### src/fbpa_pkg.sv
`timescale 1ns / 1ps
`default_nettype none

package fbpa_pkg;

  // Default sizing of the pool
  localparam int NUM_BLOCKS_DEF = 1024;
  localparam int WORD_BYTES_DEF = 8;

  // Field widths
  localparam int OP_W       = 2;
  localparam int ADDR_W     = 32;
  localparam int STATUS_W   = 2;
  localparam int USED_W     = 16;
  localparam int SIZE_W     = 13;
  localparam int COUNT_W    = 11;
  localparam int CFG_IDX_W  = 2;
  localparam int CFG_DATA_W = 32;

  // A valid region offset is below size * count
  localparam int SPAN_W = SIZE_W + COUNT_W;

  localparam int MAX_BLOCK_BYTES = 4096;

  localparam logic [SIZE_W-1:0]  SIZE_CFG_RST  = SIZE_W'(64);
  localparam logic [COUNT_W-1:0] COUNT_CFG_RST = COUNT_W'(1024);

  typedef enum logic [OP_W-1:0] {
    OP_INIT  = 2'd0,
    OP_ALLOC = 2'd1,
    OP_FREE  = 2'd2,
    OP_NOP   = 2'd3
  } op_t;

  typedef enum logic [STATUS_W-1:0] {
    ST_OK     = 2'd0,
    ST_EMPTY  = 2'd1,
    ST_REJECT = 2'd2
  } status_t;

  typedef enum logic [CFG_IDX_W-1:0] {
    REG_BASE  = 2'd0,
    REG_SIZE  = 2'd1,
    REG_COUNT = 2'd2
  } cfg_reg_t;

endpackage

`default_nettype wire

### src/fbpa_div.sv
`timescale 1ns / 1ps
`default_nettype none

module fbpa_div (
  input  logic                          clk,
  input  logic                          rst,
  input  logic                          start,
  input  logic [fbpa_pkg::SPAN_W-1:0]   dividend,
  input  logic [fbpa_pkg::SIZE_W-1:0]   divisor,
  output logic                          done,
  output logic [fbpa_pkg::COUNT_W-1:0]  quot,
  output logic [fbpa_pkg::SPAN_W-1:0]   rem
);
  import fbpa_pkg::*;

  localparam int StepW = $clog2(COUNT_W);

  logic              busy;
  logic [StepW-1:0]  step;
  logic [SPAN_W-1:0] dsh;
  logic [SPAN_W:0]   diff;

  // Restoring divide, one quotient bit a cycle; dividend < divisor << COUNT_W
  assign diff = {1'b0, rem} - {1'b0, dsh};

  always_ff @(posedge clk) begin
    if (rst) begin
      busy <= 1'b0;
      done <= 1'b0;
    end else begin
      done <= 1'b0;
      if (start) begin
        rem  <= dividend;
        dsh  <= SPAN_W'(divisor) << (COUNT_W - 1);
        quot <= '0;
        step <= StepW'(COUNT_W - 1);
        busy <= 1'b1;
      end else if (busy) begin
        if (!diff[SPAN_W]) begin
          rem <= diff[SPAN_W-1:0];
        end
        quot <= {quot[COUNT_W-2:0], ~diff[SPAN_W]};
        dsh  <= dsh >> 1;
        if (step == '0) begin
          busy <= 1'b0;
          done <= 1'b1;
        end else begin
          step <= step - 1'b1;
        end
      end
    end
  end

endmodule

`default_nettype wire
### config.mk
export PLATFORM = sky130hd
export DESIGN_NAME = fbpa_div
export DESIGN_NICKNAME = d
export VERILOG_FILES = /design/src/fbpa_pkg.sv /design/src/fbpa_div.sv
export SDC_FILE = /design/constraint.sdc
export NUM_CORES = 1
export LEC_CHECK = 0
export BUFFER_PORTS_ARGS = -buffer_cell sky130_fd_sc_hd__buf_2
export CORE_ASPECT_RATIO = 1.1
export CORE_MARGIN = 1.5
export CORE_UTILIZATION = 50
export CTS_BUF_LIST = sky130_fd_sc_hd__clkbuf_4 sky130_fd_sc_hd__clkbuf_8
export CTS_CLUSTER_SIZE = 28
export DETAILED_ROUTE_END_ITERATION = 8
export GPL_TIMING_DRIVEN = 1
export PLACE_DENSITY = 0.72
export SETUP_SLACK_MARGIN = 0.15
export SYNTH_ARGS = -nofsm -noshare
export SYNTH_HDL_FRONTEND = slang
export SYNTH_SLANG_ARGS = --single-unit
### constraint.sdc
create_clock -name clk -period 5.72 [get_ports clk]
set_clock_uncertainty 0.2 [all_clocks]
set_input_delay 0.858 -clock clk [delete_from_list [all_inputs] [get_ports clk]]
set_output_delay 0.858 -clock clk [all_outputs]
set_load 0.02 [all_outputs]
# [After elaboration in Yosys (flattened, before gate mapping)]
# Index checks and enable logic that the tools add are counted.
[word_totals] ff_bits=64 latchBits=0 ram_bits=0 mem_bits_ro=0 in_bits=40 output_inout_bits=36 wordCells=32 memories=0
[op_classes] addsub=2 mul=0 div_mod_pow=0 order_cmp=0 eq_ne=2 n_shift=0 muxes=12 n_bitwise=3 n_reduce_logical=6
[ops] op="2-to-1 mux 24 bit" n=3
[ops] op="2-to-1 mux 23 bit" n=2
[ops] op="subtractor 24 x 23 -> 25 bit" n=1
[ops] op="2-to-1 mux 11 bit" n=1
[ops] op="2-to-1 mux 4 bit" n=2
[ops] op="AND reduction 3 bit" n=2
[ops] op="zero test 4 bit" n=1
[ops] op="2-to-1 mux 1 bit" n=4
[ops] op="inequality test 2 bit (second input constant)" n=2
[ops] op="subtractor 4 x 1 -> 4 bit (second input constant)" n=1
[ops] op="NOT 1 bit" n=3
[ops] op="OR reduction 3 bit" n=1
[ops] op="AND reduction 2 bit" n=1
[ops] op="nonzero test 2 bit" n=1

# [Longest topological paths before layout]
[logic_depth] depth_word=4 depth_mapped=10 depth_no_buf=10

# [Worst setup path after synthesis]
# No wires, ideal clock.
[synth_path] path_kind="register to register" startpoint="register rem[0] (netlist bit)" endpoint="register rem[0] (netlist bit), enable pin" setup_time_ps=413 arrival_time_ps=3486 required_ps=5107 slack_ps=1621 stages_incl_launch_ff=11 path_buffers=0 period_less_slack_ps=4099 path_cell_list="edfxtp_1 -> inv_1 -> ha_1 -> fa_1 -> nor2b_1 -> o2111ai_1 -> o211ai_1 -> a31oi_4 -> o31ai_2 -> a2111oi_2 -> a21oi_1"
[synth_via] elab_chain_len=3
[synth_lines] element="start: declaration" line="fbpa_div.sv:12" source="output logic [fbpa_pkg::SPAN_W-1:0] rem"
[synth_lines] element="start signal: assignment" line="fbpa_div.sv:33" source="rem <= dividend;"
[synth_lines] element="start signal: assignment" line="fbpa_div.sv:40" source="rem <= diff[SPAN_W-1:0];"
[synth_lines] element="subtractor 24 x 23 -> 25 bit" line="fbpa_div.sv:24" source="assign diff = {1'b0, rem} - {1'b0, dsh};"
[synth_lines] element="inequality test 2 bit (no source line)"
[synth_lines] element="AND reduction 3 bit (no source line)"
# No other way between the ends.
# A chain may end at the register's enable or synchronous reset.

# [Worst setup path in the final report]
[layout_path] startpoint="register rem[0] (netlist bit)" endpoint="register rem[19] (netlist bit), enable pin"
# The elaborated chain is that of the path after synthesis.

==> metrics.cfg <==
[grt]
antenna_found_initial=0
grt_max_degree=54
gr-total-overflow=0
grt_pass1_wl_microns=13900
grt_usage_pct=21.7
grt_pass1_vias=3082

[placement]
place_inst=557
gp_congestion=0.919
io_buffers=75
dp_slack_ns=1.82
post-dp-hpwl_microns=6230

[layout]
nets=528
layout-drive-gt1-share_pct=22.3
layout.cells.non_filler=572
syn2layout_area_growth_pct=16.3
antenna_cells=0
utilization_pct=60.7

[routing]
vias=3060
drtIter0Drc=143
drtPass1Iterations=4
wl_microns=8480
drc=0
ant_nets=0
wl_per_cell_microns=14.8
vias_per_cell=5.35

[critical_path]
startpoint=rem[0]$_DFFE_PP_
crit_path_end_kind=flop
r2r_start=rem[0]$_DFFE_PP_
cp.required_ns=5.56
crit_type=flop to flop
path_max_fanout=13
r2r_cells=11
endpoint=rem[19]$_DFFE_PP_
critPathArrivalTime_ns=3.70
reg2reg_to=rem[19]$_DFFE_PP_
worstSetupStartpointType=flop
rrSetupSlack_ns=1.86

[sta]
clock.fmax_mhz=259
setup_violations=0
rsz0062_at_grt=false
post-route-period-util_pct=67.5
min_period_ns=3.86
tightest_slew_ns=0.817
drv_slew=0
maxSlewHeadroom_pct=45.5
tns_ns=0
worst_slack_ns=1.86
hold_viol=0
fin_hold_ws_ns=0.323

[floorplan]
core_area_sq_mm=0.00751
die_x_microns=87.4
die_area_sq_mm=0.00838
ios=76
num_rows=33
initial_core_util_pct=52.2
die_h_microns=95.9

[clock_network]
cts_tree=done
clock_sinks=64
numCtsBuffers=9
cts_resized=0
cts_max_level=3
clk_pin_slew_ns=0.07
cts_hold_buffers=0
clockBufferDepth=2
clock_latency_ns=0.34
cts_setup_buffers=0
cts_root_buf=clkbuf_8

[job]
maxCapViolCount=0

[status]
status=completed

[yosys]
synthCells=394
synth_top_cell_area_share_pct=47.5
synth_warnings=0
synthFlopType=edfxtp_1
ys_seq_area_share_pct=48.5
synth_area_leaders=edfxtp_1 (47%), ha_1 (7.7%), nand2_1 (3.9%)
syn_nets=459
avgSynthCellArea_sq_um=9.95
syn_area_sq_mm=0.00392
yosys.area.top_type=edfxtp_1
async_flop_share_pct=0
ys_seq_elements=64
synth_edf_count=62
yosysUniqueCellTypes=54

[pwr]
p_leak_nw=1.93
peakVddDrop_mv=0.122
cellPowerDensity_mw_per_mm2=290

[hold_path]
hp-class=flop to flop
whs_path_depth=1

-- cell usage after synthesis, types with 2 or more instances --
cell type / instances
edfxtp_1: 62
nand2_1: 41
inv_1: 35
nor2_1: 28
o21ai_0: 26
ha_1: 24
a21oi_1: 22
clkbuf_1: 15
nor2b_1: 15
xnor2_1: 13
o21ai_1: 11
a21o_1: 9
nand3_1: 9
and3_1: 7
o211ai_1: 6
nor3b_1: 4
xor2_1: 4
a211oi_1: 3
and2_1: 3
buf_1: 3
mux2_2: 3
nand2b_1: 3
nand3b_1: 3
nor4b_1: 3
o21bai_1: 3
or3_1: 3
a211o_1: 2
a22oi_1: 2
a31oi_1: 2
dfxtp_1: 2
mux2i_1: 2
nand4_1: 2
o21a_1: 2
o32a_1: 2
-- cell families (layout without fill, tap and decap cells) --
logic type,Yosys count,in the layout,synth area share (%)
simple gates,127,127,16.2
compound gates,101,101,16.5
flops,64,64,48.5
buf+inv,55,128,5.39
fa+ha+maj,25,25,8.17
xor+xnor,17,17,3.80
mux,5,5,1.37
-- placed cells by master, fill, tap and decap left out, types with 4 or more instances in the layout --
cell type,n
a21oi_1,21
nand3_1,9
o211ai_1,6
edfxtp_1,62
nor2_1,28
o21ai_1,11
inv_1,35
o21ai_0,26
ha_1,24
nand2_1,41
xor2_1,4
xnor2_1,13
and3_1,7
nor2b_1,15
nor3b_1,4
a21o_1,9
clkbuf_8,9
buf_2,75
-- power by group --
part,switching [W],total [W],internal (W)
Clock,0.000181,0.000378,0.000197
Combinational,0.000218,0.000364,0.000146
Sequential,0.0000169,0.000582,0.000566
Total,0.000416,0.00132,0.000908
-- per-layer routing --
| metal | wire [microns] | global-route usage, % | part of all wire [%] |
|---|---|---|---|
| met2 | 4210 | 35.8 | 50 |
| met5 | 0 | 0 | 0 |
| met3 | 366 | 4.29 | 4.3 |
| met4 | 104 | 10.8 | 1.2 |
| met1 | 3800 | 27.1 | 45 |
-- critical path: stages, from the launching register on --
cell	delay, ns
edfxtp_1	0.34
inv_1	0.05
ha_1	0.22
fa_1	0.41
nor2b_1	0.15
o2111ai_1	0.11
o211ai_1	0.25
a31oi_4	0.19
o31ai_2	0.45
a2111oi_2	0.16
a21oi_2	0.66
buf_4	0.35
-- per-stage QoR --
| step | power [W] | cell area, sq um |
|---|---|---|
| 5_1_grt | 0.00139 | 4560 |
| 6_report | 0.00132 | 4560 |
| 3_3_place_gp | 0.000948 | 4370 |
| 3_5_place_dp | 0.000955 | 4370 |
| 4_1_cts | 0.00133 | 4560 |
| 2_1_floorplan | 0.000863 | 3920 |
-- flip-flops by register name, indices dropped and copies added, names as in the netlist --
register / cells
rem: 24
dsh: 23
quot: 11
step: 4
busy: 1
done: 1
-- cell type report --
type                       count  area (sq um)
multi-input combinational    275          1810
fill                         667          2960
clock inverter                 6          61.3
inverter                      35           131
sequential                    64          1900
tap                          105           131
clock buffer                   9           124
timing repair buffer          78           398
-- how the worst min path moves through the flow --
stage                         start  slack, ns         endpoint
detailed placement  busy$_SDFF_PP0_       0.30  done$_SDFF_PP0_
floorplan           busy$_SDFF_PP0_       0.27  done$_SDFF_PP0_
global placement    busy$_SDFF_PP0_       0.30  done$_SDFF_PP0_
finish              busy$_SDFF_PP0_       0.32  done$_SDFF_PP0_
global route        busy$_SDFF_PP0_       0.35  done$_SDFF_PP0_
CTS                 busy$_SDFF_PP0_       0.32  done$_SDFF_PP0_
(Power assumes the default switching activity.)
