==> config.mk <==
export PLATFORM = sky130hd
export DESIGN_NAME = fbpa_ram
export DESIGN_NICKNAME = d
export VERILOG_FILES = /design/src/fbpa_ram.sv
export SDC_FILE = /design/constraint.sdc
export NUM_CORES = 1
export LEC_CHECK = 0
export ABC_AREA = 1
export BUFFER_PORTS_ARGS = -buffer_cell sky130_fd_sc_hd__buf_4
export CAP_MARGIN = 20
export CORE_MARGIN = 5
export CORE_UTILIZATION = 30
export DETAILED_ROUTE_END_ITERATION = 12
export GPL_TIMING_DRIVEN = 0
export PLACE_DENSITY = 0.41
export SLEW_MARGIN = 20
export SYNTH_ARGS = -nofsm -noshare
export SYNTH_HDL_FRONTEND = slang
export SYNTH_SLANG_ARGS = --single-unit
==> constraint.sdc <==
create_clock -name clk -period 1.2 [get_ports clk]
set_input_delay 0.12 -clock clk [delete_from_list [all_inputs] [get_ports clk]]
set_output_delay 0.12 -clock clk [all_outputs]
set_load 0.02 [all_outputs]
==> src/fbpa_ram.sv <==
`timescale 1ns / 1ps
`default_nettype none

module fbpa_ram #(
  parameter  int WIDTH = 8,
  parameter  int DEPTH = 16,
  localparam int AddrW = (DEPTH > 1) ? $clog2(DEPTH) : 1
) (
  input  logic             clk,
  input  logic             we,
  input  logic [AddrW-1:0] waddr,
  input  logic [WIDTH-1:0] wdata,
  input  logic [AddrW-1:0] raddr,
  output logic [WIDTH-1:0] rdata
);

  logic [WIDTH-1:0] mem [DEPTH];

  // Read returns the old contents on a same-address write
  always_ff @(posedge clk) begin
    if (we) begin
      mem[waddr] <= wdata;
    end
    rdata <= mem[raddr];
  end

endmodule

`default_nettype wire

Word level (Yosys, flattened, before mapping)
Memory sizes are Yosys's and may differ from the RTL's. A register that Yosys moved wholly into a read port is not among the register bits. Cells that the tools add are included.

Latch bits: 0. Memories: 1. Bits of input ports: 18. Register bits after elaboration: 0. Output and inout port bits: 8. Word-level logic and storage cells: 3. Memory bits (writable): 128. ROM bits: 0.

Magnitude comparators: 0. Multipliers: 0. Bitwise logic cells: 0. Div/mod/pow operators: 0. Shift operators: 0. Muxes and demuxes: 2. $add $sub $neg: 0. Reduce and logical (&&, ||, !) cells: 0. Equal/unequal tests: 0.

Memory list: mem (words 16, width 8, rd ports 1, clocked after Yosys merged registers in 1, write ports 1, line 17) `logic [WIDTH-1:0] mem [DEPTH];`.

Operators with widths (count): 1-bit two-way mux (2).

Logic depth before layout (Yosys ltp)
Gate-level depths: netlist (run 1).

Depth in word-level cells: 2. Mapped depth: 8. Depth with buffers taken out: 7.

Worst setup path before layout (run 1)
No wires, ideal clock.

Kind: input port to flip-flop. Start: input port waddr[2]. End: memory mem[10][0] (enable). Cell stages on the path: 2. Arrival: 0.701 ns. Path slack: 0.129 ns. Buffers on the path: 0. Path through: nand3b_1 nor2_1.

RTL lines: start, declared (line 11) `input logic [AddrW-1:0] waddr,`; end, declared (line 17).

Straight into the memory's write port.

Final worst setup path (run 1)
Start: input port waddr[3]. End: memory mem[4][7] (enable).

Straight into the memory's write port.

==> out/qor.csv, run 1 <==
stage,metric,value,unit
yosys,yosysTopAreaCell,edfxtp_1,
yosys,ys_types,12,
setup_path,path_class,input port to flip-flop,
detailed_routing,ant_nets,0,
place,post-place-ws,-0.4871,ns
layout,fillers,1860,
sta,slew_headroom,35.00,%
place,placed_cell_area,0.006257,mm^2
floorplan,die-width,148.6,um
detailed_routing,wl,15530,um
floorplan,dieArea,0.02210,mm^2
sta,min_period,1.205,ns
power,p_leak,2.921,nW
setup_path,worst-path-max-fanout,8,
setup_path,crit_path_end_kind,flip-flop,
sta,setup_viol,11,
setup_path,critPathRequiredTime,1.23,ns
yosys,synth_area,0.005767,mm^2
sta,tightestPinTransition,0.9715,ns
sta,fmax,829.6,MHz
yosys,synth_edf_count,128,
layout,num-nets-final,610,
global_routing,gr-total-overflow,0,
setup_path,crit_family,simple AND/OR/NAND/NOR gates,
cts,clockBufferDepth,2,
sta,fin_skew,0.009997,ns
yosys,yosys_warnings,0,
yosys,synth_top_area_share,66.65,%
cts,clkSinkCount,136,
yosys,synthFlopType,edfxtp_1,
place,portBuffers,22,
detailed_routing,drt_iter0_drc,324,
cts,cts_root_buffer,clkbuf_16,
detailed_routing,vias_per_cell,4.323,
layout,drive_gt1_share,13.08,%
status,violations,negative setup slack,
yosys,synthArstFlopShare,0,%
global_routing,track_usage,14.63,%
detailed_routing,met1_length,7240,um
floorplan,die_h,148.6,um
global_routing,grt_pass1_wl,22840,um
job,drv_cap,0,
cts,clkLatencyLatePin,0.42,ns
sta,fin_ws,-0.005336,ns
power,power_density,1655,mW/mm^2
detailed_routing,highest_layer,met4,
sta,fin_crit_sh,100.4,%
detailed_routing,wl_met2,7116,um
floorplan,io_pins,26,
yosys,synth_most_common_cell,nand2_1,
floorplan,start_util,30.62,%
setup_path,cp-start-kind,input port,
cts,cts_tree,yes,
layout,antenna_cells,0,
layout,area_growth,18.83,%
floorplan,fp-row-count,50,
setup_path,path_cells,buf_4 -> nand3b_1 -> nor2_1,
global_routing,grt_pass1_vias,3500,
cts,clk_pin_slew,0.06,ns
detailed_routing,vias,3735,
sta,timing.final.hold_violations,0,
detailed_routing,drt_first_pass_iters,5,
detailed_routing,wl_met3,827,um
cts,cts_max_level,4,
setup_path,max_stage_delay,0.77,ns
setup_path,critPathBufInv,1,
place,dpl.hpwl,10250,um
setup_path,arrival,1.24,ns
sta,grt_setup_unrepaired,yes,
sta,final_max_slew_viol_count,0,
setup_path,cp_slowest_cell,nor2_1,
status,status,"complete, but fails checks",
yosys,syn_nets,569,
detailed_routing,drt-wirelength-per-cell,17.98,um
min_path,worstHoldPathType,input port to flip-flop,
yosys,syn_inst,551,
global_routing,antenna_found_initial,0,
global_routing,grt_max_degree,17,
yosys,synth_area_leaders,"edfxtp_1 67%, nand2_1 11%, nand3_1 8.4%",
power,ir_worst_vdd,0.0009157,V
floorplan,core-area,0.01883,mm^2
layout,final_area,0.006853,mm^2
yosys,ys_seq_elements,136,
yosys,synthTopCellsByCount,"173 x nand2_1, 128 x edfxtp_1, 100 x inv_1",
detailed_routing,drcViolationCount,0,
yosys,avgSynthCellArea,10.47,um^2
yosys,yosysSeqAreaShare,69.43,%
place,place_congestion,0.8406,
cts,numCtsBuffers,17,
-- worst paths after layout --
path                    from  cells past startpoint  slack (ns)   endpoint
hold / removal      wdata[2]                      1        0.05  mem[0][2]
setup reg to reg  mem[13][7]                      6        0.16   rdata[7]
hold reg to reg   mem[12][0]                      6        0.72   rdata[0]
setup / recovery    waddr[3]                      3      -0.005  mem[4][7]
-- layout by cell type, fill, tap and decap left out --
cell / instances
nand2_1: 173
edfxtp_1: 128
inv_1: 100
nand3_1: 97
buf_4: 26
clkbuf_16: 17
nor2_1: 14
buf_2: 13
dfxtp_1: 8
buf_6: 6
clkinv_2: 6
nor2_2: 3
bufinv_16: 3
inv_2: 2
nand3b_1: 2
clkbuf_8: 2
clkbuf_1: 2
buf_1: 1
clkinvlp_4: 1
-- metrics by stage --
step	setup TNS (ns)	hold WS (ns)	util (%)	total power [mW]	std cells
final	-0.02306	0.05158	36.39	11.34	864
after detailed placement	-45.35	0.4784	33.23	6.224	833
after global placement	-44.09	0.4742	33.23	6.219	833
after floorplan	0	0.2189	-	5.848	551
after CTS	-0.02806	0.03640	36.37	11.46	864
after global routing	-0.6934	0.04359	36.39	11.76	864
-- sequential cells by signal (all words and copies together) (netlist names) --
| name | flops |
|---|---|
| rdata | 8 |
| mem | 128 |
-- cell families (layout without fill, tap and decap cells) --
logic type / Yosys count / after routing / synth area share [%]
and+or+nand+nor: 289 / 289 / 21.05
DFF: 136 / 136 / 69.43
buffers and inverters: 126 / 179 / 9.525
-- what timing repair did --
action,4_1_cts,5_1_grt
setup endpoints to repair,16,40
hold endpoints to repair,0,0
buffers inserted,0,0
hold buffers,0,0
gates resized for setup,1,2
-- per-layer routing --
| metal | global-route usage [%] | up-vias |
|---|---|---|
| met5 | 0 | - |
| met1 | 20.57 | 1760 |
| met3 | 3.687 | 19 |
| met2 | 21.71 | 103 |
| li1 | - | 1853 |
| met4 | 5.774 | 0 |
-- where the power goes --
part	switching (mW)	total [mW]	internal, mW
registers	0.0251	5.34	5.31
clock network	1.89	5.23	3.34
logic	0.543	0.778	0.235
total	2.45	11.3	8.89
-- worst reg2reg max path, stage by stage (launching register included) --
cell and delay [ns]:
edfxtp_1 0.35, inv_1 0.06, nand2_1 0.04, nand3_1 0.12
nand3_1 0.11, nand3_1 0.13, nand2_1 0.10
-- final cells by class --
type                       count  area (um^2)  share of cell area (%)
sequential                   136         4004                   58.43
tap                          260        325.3                   4.747
clock inverter                10        127.6                   1.862
timing repair buffer          22        165.2                   2.410
buffer                        24        166.4                   2.428
inverter                     102        382.9                   5.587
clock buffer                  21        460.4                   6.719
multi-input combinational    289         1221                   17.82
Note: power is estimated with default switching activity, not from simulation.
==> inputs of run 2 (changes only) <==
PLACE_DENSITY = unset   (was 0.41)
PLACE_DENSITY_LB_ADDON = 0.05   (was unset)
SKIP_LAST_GASP = 1   (was unset)
==> run 2 against run 1 <==
The flow still finishes with violations (negative setup slack); sequential cell count did not move; clock power fell by 4.2%; first-iteration DRC count fell by 12%; sequential power barely moved; final cell count rose by 0.23%; clock skew fell by 0.0027 ns; cell area fell by 0.18%; register-to-register slack got worse by 0.02 ns; core utilization fell by 0.066 points.
==> out/qor.csv, run 2 (synthesized netlist as in run 1, its figures left out) <==
stage,metric,value,unit,change
layout,largestRegisters,"mem: 128 flops, rdata: 8 flops",,
setup_path,setup.worst_path.start,waddr[3],,
floorplan,core-area,0.01883,mm^2,unchanged
place,place_congestion,0.7955,,-5.4%
power,finalPower,11.13,mW,-1.9%
cts,ctsHoldBuffers,0,,unchanged
detailed_routing,met1_length,7900,um,+9.1%
setup_path,rrSetupSlack,0.14,ns,-0.02 ns
floorplan,io_pins,26,,unchanged
cts,clkLatencyLatePin,0.42,ns,about the same
cts,numCtsBuffers,17,,unchanged
min_path,worstHoldPathType,input port to flip-flop,,
job,drv_cap,0,,unchanged
sta,fin_ws,-0.06238,ns,-0.05705 ns
sta,slew_headroom,33.07,%,-1.9 points
detailed_routing,highest_layer,met4,,
setup_path,critPathRequiredTime,1.24,ns,about the same
setup_path,crit-reg2reg-launch,mem[13][3],,
power,ir_worst_vdd,0.0009740,V,+6.4%
global_routing,grt_pass1_wl,24120,um,+5.6%
detailed_routing,drcViolationCount,0,,unchanged
cts,cts_tree,yes,,
cts,cts_root_buffer,clkbuf_16,,
place,placed_cell_area,0.006257,mm^2,unchanged
sta,setup_viol,16,,+5
layout,fin_util,36.33,%,-0.066 points
sta,final_max_slew_viol_count,0,,unchanged
detailed_routing,wl_met2,7196,um,+1.1%
layout,fillers,1909,,+2.6%
cts,clkSinkCount,136,,unchanged
layout,mostFrequentLayoutCells,"173 x nand2_1, 128 x edfxtp_1, 100 x inv_1",,
sta,grt_setup_unrepaired,yes,,
sta,fin_skew,0.007313,ns,-0.002684 ns
layout,regMostFlops,mem,,
global_routing,track_usage,15.50,%,+0.87 points
layout,area_growth,18.62,%,
place,portBuffers,22,,unchanged
place,dpl.hpwl,10620,um,+3.6%
floorplan,die_h,148.6,um,unchanged
sta,timing.final.hold_violations,0,,unchanged
sta,fin_crit_sh,105.2,%,+4.8 points
setup_path,reg2reg_to,rdata[3],,
global_routing,antenna_found_initial,0,,unchanged
floorplan,start_util,30.62,%,unchanged
detailed_routing,drt-wirelength-per-cell,18.76,um,+4.3%
detailed_routing,wl,16250,um,+4.6%
power,p_leak,2.901,nW,-0.70%
layout,final_area,0.006840,mm^2,-0.18%
status,violations,negative setup slack,,
layout,num-nets-final,610,,unchanged
sta,fin_setup_tns,-0.6660,ns,-0.6430 ns
setup_path,endpoint,mem[6][0],,
layout,drive_gt1_share,13.88,%,+0.80 points
status,status,"complete, but fails checks",,
global_routing,gr-total-overflow,0,,unchanged
place,post-place-ws,-0.5240,ns,-0.03685 ns
sta,tightestPinTransition,1.000,ns,+0.02877 ns
setup_path,cp-start-kind,input port,,
detailed_routing,drt_iter0_drc,285,,-12%
cts,clockBufferDepth,2,,unchanged
global_routing,grt_pass1_vias,3662,,+4.6%
detailed_routing,drt_first_pass_iters,4,,-1
setup_path,path_class,input port to flip-flop,,
cts,cts_max_level,4,,unchanged
sta,min_period,1.262,ns,+0.05705 ns
setup_path,crit_path_end_kind,flip-flop,,
layout,layout_commonest_cell,nand2_1,,
floorplan,fp-row-count,50,,unchanged
setup_path,arrival,1.30,ns,+0.06 ns
layout,largest_register_ffs,128,,unchanged
global_routing,grt_max_degree,17,,unchanged
sta,fmax,792.2,MHz,-4.5%
power,power_density,1627,mW/mm^2,-1.7%
setup_path,worst-path-max-fanout,8,,unchanged
detailed_routing,vias,3756,,+0.56%
cts,clk_pin_slew,0.06,ns,about the same
setup_path,reg2regPathDepth,6,,unchanged
floorplan,die-width,148.6,um,unchanged
detailed_routing,ant_nets,0,,unchanged
detailed_routing,vias_per_cell,4.337,,+0.33%
floorplan,dieArea,0.02210,mm^2,unchanged
detailed_routing,wl_met3,769,um,-7.0%
[run 2: changes by cell type in the layout (fill, tap and decap cells not counted), sizes merged]
| cell | change |
|---|---|
| clkbuf | -3 |
| clkinvlp | +2 |
| diode | +1 |
| clkinv | +3 |
| bufinv | -1 |
[run 2: per-layer routing]
layer | GRT usage, % | up-vias
li1 | - | 1860
met1 | 22.25 | 1773
met2 | 22.89 | 103
met3 | 3.352 | 20
met4 | 6.051 | 0
met5 | 0 | -
[run 2: repair_timing]
item                                    in CTS  in global routing
resized for setup                            4                  3
endpoints found under the setup margin      56                 40
setup buffers                                0                  0
[run 2: per-stage QoR]
step	hold slack, ns	cells
2_1_floorplan	0.2189	551
3_3_place_gp	0.4867	833
3_5_place_dp	0.4870	833
4_1_cts	0.04138	865
5_1_grt	0.04581	865
6_report	0.04763	866
[run 2: cell type report]
class	instances	area, um^2	area share (%)
antenna	1	2.502	0.03658
timing repair buffer	22	165.2	2.414
multi-input combinational	289	1231	18.00
sequential	136	4004	58.53
tap	260	325.3	4.756
clock buffer	18	429.2	6.274
buffer	24	166.4	2.433
clock inverter	14	133.9	1.957
inverter	102	382.9	5.597
[run 2: worst min-delay path by stage]
| stage | startpoint | end | slack, ns | cells past startpoint |
|---|---|---|---|---|
| 6_report | wdata[2] | mem[3][2] | 0.05 | 1 |
| 5_1_grt | wdata[2] | mem[3][2] | 0.05 | 1 |
| 4_1_cts | wdata[2] | mem[3][2] | 0.04 | 1 |
| 3_5_place_dp | wdata[2] | mem[3][2] | 0.49 | 1 |
| 3_3_place_gp | wdata[2] | mem[3][2] | 0.49 | 1 |
| 2_1_floorplan | wdata[0] | mem[0][0] | 0.22 | 0 |
[run 2: report_power, final]
part           internal (mW)  switching [mW]
Sequential              5.31          0.0249
Combinational          0.236           0.552
Clock                   3.03            1.98
[run 2: critical path: stages]
cell	delay, ns
buf_4	0.12
nand3b_1	0.25
nor2_1	0.81
